$ cat config.mk
export PLATFORM = sky130hd
export DESIGN_NAME = mm_cell
export DESIGN_NICKNAME = d
export VERILOG_FILES = /design/src/hdl/mm_pkg.sv /design/src/hdl/mm_cell.sv
export SDC_FILE = /design/constraint.sdc
export NUM_CORES = 1
export LEC_CHECK = 0
export BUFFER_PORTS_ARGS = -buffer_cell sky130_fd_sc_hd__buf_2
export CORE_MARGIN = 3
export CORE_UTILIZATION = 60
export DETAILED_ROUTE_END_ITERATION = 8
export PLACE_DENSITY = 0.78
export SKIP_LAST_GASP = 1
export SYNTH_ARGS = -nofsm -noshare
export SYNTH_HDL_FRONTEND = slang
export SYNTH_SLANG_ARGS = --single-unit
$ cat constraint.sdc
create_clock -name i_clk -period 8.3 [get_ports i_clk]
set_input_delay 1.245 -clock i_clk [delete_from_list [all_inputs] [get_ports i_clk]]
set_output_delay 1.245 -clock i_clk [all_outputs]
set_load 0.01 [all_outputs]
$ cat src/hdl/mm_pkg.sv
package mm_pkg;

    // Fixed field widths of the request and result items
    localparam int DATA_W     = 16;
    localparam int IDX_W      = 3;
    localparam int CFG_W      = 4;
    localparam int FRAC_BITS  = 8;
    localparam int MM_MAX_DIM = 8;

    // Configuration port
    localparam int PADDR_W = 4;
    localparam int PDATA_W = 32;

    typedef enum logic [1:0] {
        REG_ROWS_A    = 2'd0,
        REG_INNER_LEN = 2'd1,
        REG_COLS_B    = 2'd2
    } t_reg_idx;

    typedef enum logic [1:0] {
        ACT_LOAD_A   = 2'd0,
        ACT_LOAD_B   = 2'd1,
        ACT_COMPUTE  = 2'd2,
        ACT_RESERVED = 2'd3
    } t_action;

    typedef struct packed {
        t_action                    action;
        logic [IDX_W-1:0]           row;
        logic [IDX_W-1:0]           col;
        logic signed [DATA_W-1:0]   value;
    } t_in_item;

    typedef struct packed {
        logic [IDX_W-1:0]           res_row;
        logic [IDX_W-1:0]           res_col;
        logic signed [DATA_W-1:0]   res_value;
        logic                       last;
    } t_out_item;

    // Control handed from the sequencer to every cell
    typedef struct packed {
        logic rd_en;
        logic load_prod;
        logic acc_en;
        logic acc_first;
        logic shift_en;
    } t_mac_ctl;

endpackage

$ cat src/hdl/mm_cell.sv
module mm_cell import mm_pkg::*; #(
    parameter int IW    = 3,
    parameter int ACC_W = 2 * DATA_W + 3
) (
    input  logic                      i_clk,
    input  logic                      i_b_we,
    input  logic [IW-1:0]             i_b_waddr,
    input  logic signed [DATA_W-1:0]  i_b_wdata,
    input  logic [IW-1:0]             i_b_raddr,
    input  t_mac_ctl                  i_ctl,
    input  logic signed [DATA_W-1:0]  i_a_val,
    input  logic signed [ACC_W-1:0]   i_acc_next,
    output logic signed [ACC_W-1:0]   o_acc
);

    // One column of B lives in this cell
    logic signed [DATA_W-1:0]   r_b_mem [2**IW];
    logic signed [DATA_W-1:0]   r_b_q;
    logic signed [2*DATA_W-1:0] r_prod;
    logic signed [ACC_W-1:0]    r_acc;

    // Store column entries, read one per step
    always_ff @(posedge i_clk) begin
        if (i_b_we) begin
            r_b_mem[i_b_waddr] <= i_b_wdata;
        end
        if (i_ctl.rd_en) begin
            r_b_q <= r_b_mem[i_b_raddr];
        end
    end

    // Multiply, then accumulate or shift toward the chain head
    always_ff @(posedge i_clk) begin
        if (i_ctl.load_prod) begin
            r_prod <= i_a_val * r_b_q;
        end
        if (i_ctl.acc_en) begin
            r_acc <= i_ctl.acc_first ? ACC_W'(r_prod) : r_acc + ACC_W'(r_prod);
        end else if (i_ctl.shift_en) begin
            r_acc <= i_acc_next;
        end
    end

    assign o_acc = r_acc;

endmodule

---- Word-level counts from Yosys, hierarchy flattened ----
Memory sizes are Yosys's and may differ from the RTL's. A register that Yosys moved wholly into a read port is not among the register bits.
Index checks and enable logic that the tools add are counted.
cells by class
  add/subtract/negate cells ............... 1
  multiply operators ...................... 1
  mux-type cells .......................... 5
  reductions and logical operators ........ 1
operator list
  cell                                            count
  35-bit two-way mux                              3
  35-bit by 32-bit adder with 35-bit output       1
  16-bit by 16-bit multiplier with 32-bit output  1
  1-bit two-way mux                               2
  2-bit nonzero test                              1
word-level totals
  bits in registers ....................... 67
  memory bits (writable) .................. 128
  memories ................................ 1
memories
  name     depth  width  read ports  clocked after memory_dff  write ports  line           RTL
  r_b_mem  8      16     1           1                         1            mm_cell.sv:17  logic signed [DATA_W-1:0] r_b_mem [2**IW];

---- Longest topological paths before layout ----
  depth after elaboration ................. 3
  depth in mapped cells ................... 25

---- Least setup slack after synthesis ----
No wires, ideal clock.
  path type ............................... input to register
  start point ............................. input port i_a_val[12]
  end point ............................... register r_prod[30], data pin
  arrival time ............................ 6.777 ns
  required time ........................... 8.042 ns
  setup slack ............................. 1.266 ns
  stages on the path ...................... 22
  path buffers ............................ 1
  cells stage by stage .................... clkbuf_1 nand2_1 fa_1 fa_1 fa_1 inv_1 fa_1 fa_1 inv_1 fa_1 inv_1 ha_1 a21o_1 a21oi_1 o211ai_1 a211oi_1 nor3_1 nor4_2 o41ai_2 a221o_1 a21oi_1 xnor2_1
on the way
  longest elaborated chain between the ends .. 1
ends and longest elaborated chain
  what                                            line           RTL
  from (decl)                                     mm_cell.sv:11  input logic signed [DATA_W-1:0] i_a_val,
  16-bit by 16-bit multiplier with 32-bit output  mm_cell.sv:35  r_prod <= i_a_val * r_b_q;
  to (signal assigned)                            mm_cell.sv:35
  to (decl)                                       mm_cell.sv:19  logic signed [2*DATA_W-1:0] r_prod;
No other way between the ends.
A chain may end at the register's enable or synchronous reset.

---- Final worst setup path ----
Same ends and word-level chain as after synthesis.

==> metrics.md <==
| Metric | Value |
|---|---|
| Run status | finished clean |
| Core Rows | 65 |
| Yosys top cell area share | 32.55% |
| Pin count of the biggest net entering global routing | 71 |
| Top_reg_cell synth | edfxtp_1 |
| Met2 Resource Use GR | 43.49% |
| Vias per cell | 5.587 |
| Slew at the pin closest to its max-slew limit | between 1 and 1.5 ns |
| Synth Area in Adders | between 30% and 40% |
| Worst EP arrival | approximately 7.3 ns |
| Core Footprint | 31,800 um2 |
| Port Buffer Count | 114 |
| Xor/xnor share of the synthesized area | approximately 2.8% |
| Critical path's most frequent cell | fa_1 |
| Critical path buffer and inverter count | 4 |
| Clk_lat worst skew | roughly 0.53 ns |
| Compound-gate portion of the synthesized area | between 7 and 8% |
| Fmax | roughly 140 MHz |
| Final Hold Vio Count | 0 |
| Area grow syn2layout | 8.761% |
| Synth Register Bits | 211 |
| Synthesized Nets | around 2,200 |
| Async SR Flop Fraction | 0% |
| Nets | ~2,300 |
| Family with the most delay on the worst path | adder cells |
| Ant diodes | 0 |
| Antenna violations before repair | 2 |
| CP max stage delay | 0.55 ns |
| H-tree Lvls | 1 |
| Main combinational cell family by area after synthesis | adder cells |
| Synth Area in Simple Gates | a little over a tenth |
| First-pass GRT wire length | slightly below 70,000 um |
| GRT Max-Usage Layer | met2 |
| Vias in the first global route | ~13,000 |
| Final ANT Viol Nets | 0 |
| Most common cell in the netlist | inv_1 |
| Io pins | ~120 |
| Mux cell area share after synthesis | 4.898% |
| Yosys top cell by area | edfxtp_1 |
| Worst-path fanout max | 16 |
| Crit share post-route | 84.80% |
| WP data required | roughly 8.6 ns |
| Worst setup SP type | input pin |
| Vias post-DR | 12,690 |
| Clock transition at the registers of the reported paths | 0.06 ns |
| Share of layout cells above drive strength 1 | between 10% and 20% |
| DRC | 0 |
| Chip Height | between 150 and 200 um |
| Final Setup Violations | 0 |
| HP Class | reg -> reg |
| CP endpoint kind | register |
| Setup TNS | 0 ns |
| GRT Overall Usage | about 25% |
| Worst hold margin | 0.6279 ns |
| Total die area | 34,640 um2 |
| Post-CTS setup buffers | 0 |
| CTS tree | built |
| Hold_buf cts | 0 |
| Met3 usage | 4.084% |
| Crit-path slowest cell | fa_1 |
| Cell area after synthesis | just under 20,000 um2 |
| M1 GR Usage | 31.98% |
| Number of enable flip-flop cells after synthesis | between 200 and 250 |
| CTS root buf | clkbuf_16 |
| Longest Clk Path Bufs | 3 |
| Synth top area cells | edfxtp_1 (33%), fa_1 (27%), ha_1 (7.5%) |
| Post-layout min period | around 7.0 ns |
| Drt first pass iters | 5 |
| Ys Warns | 0 |
| Gpl congestion | 0.8915 |
| Routed wire per std cell | 17.85 um |
| Max Clock Skew | between 0.02 and 0.025 ns |
| RSZ-0062 raised after global routing | false |
| Clk sinks | about 210 |
| MaxCap Viol Count | 0 |
| Final wirelength | around 41,000 um |
| Mapped Avg Cell Area | roughly 11 um2 |
| Post-CTS Resized | 0 |
| Post-synth top cells | inv_1 (322), fa_1 (263), edfxtp_1 (211) |
| WS Path Type | in -> reg |
| DRC marker count from the first detailed-route iteration | 873 |
| Slew HR | between 20% and 30% |
| Synth Instances | ~1,700 |
| CP Cell Sequence | buf_2 -> nand2_1 -> fa_1 -> fa_1 -> fa_1 -> inv_1 -> fa_1 -> fa_1 -> inv_1 -> fa_1 -> inv_1 -> ha_1 -> a21o_1 -> a21oi_1 -> o211ai_1 -> a211oi_1 -> nor3_1 -> nor4_2 -> o41ai_2 -> a221o_1 -> a21oi_1 -> xnor2_1 |
| Cts bufs inserted | 24 |
| Die X | around 190 um |
| Netlist cell types | 59 |
| Grt ovf | 0 |
| Post-DP HPWL | approximately 31,000 um |
| Seq/Total Area, Yosys | approximately a third |
| Max Slew Vio Count | 0 |
| Initial core utilization | around three fifths |
-- worst min-delay path, delay by kind of cell, from the launching register on --
family	cells	cell delay, ns
compound gates	2	0.15
flops	1	0.37
-- routing by layer --
layer  vias up  wire, um  part of all wire, %
met4         4      1092                  2.7
met2       377     20330                   50
li1       5860         -                    -
met1      6368     16890                   42
met3        85      2212                  5.5
met5         -        28                0.069
-- final cells by class --
cell class | count | area, um2
Sequential cell | 211 | 6336
Tap cell | 435 | 544.3
Clock buffer | 32 | 630.6
Timing Repair Buffer | 115 | 578.1
Clock inverter | 9 | 122.6
Inverter | 322 | 1209
Fill cell | 2356 | 10630
Multi-Input combinational cell | 1148 | 11750
-- final timing paths --
path               start  slack, ns         end  cells past startpoint
min           r_prod[26]       0.63   o_acc[26]                      2
max          i_a_val[12]       1.26  r_prod[30]                     22
max reg2reg     r_b_q[1]       1.46  r_prod[30]                     21
min reg2reg   r_prod[26]       0.63   o_acc[26]                      2
-- through the flow --
stage	setup slack [ns]	utilization, %	instances	instance area (um2)
after floorplan	1.266	-	1736	19460
after global placement	0.8932	64.21	2231	20420
after detailed placement	0.7107	64.21	2231	20420
after CTS	1.274	66.57	2272	21170
after global routing	0.9317	66.57	2272	21170
final	1.261	66.57	2272	21170
-- cell families (layout without fill, tap and decap cells) --
logic type,after synthesis,in the layout
AO/OA/AOI/OAI,233,233
XOR/XNOR,63,63
adder cells (fa/ha/maj),379,379
buffers and inverters,377,478
flip-flops,211,211
multiplexers,53,53
AND/OR/NAND/NOR,420,420
-- state kept, by name (all words and copies together) (netlist names) --
signal / cells
o_acc: 35
r_b_mem: 128
r_b_q: 16
r_prod: 32
-- placed cells by master, fill, tap and decap left out, drive strengths merged, types with 45 or more instances in the layout --
master,instances
o21ai,45
nand2,162
edfxtp,211
inv,323
ha,116
and2,123
buf,115
nor2,72
a21oi,90
fa,263
Power is left out: the tool's default activity adds up to more than one toggle a clock period on the data nets, which glitch-free logic cannot reach.
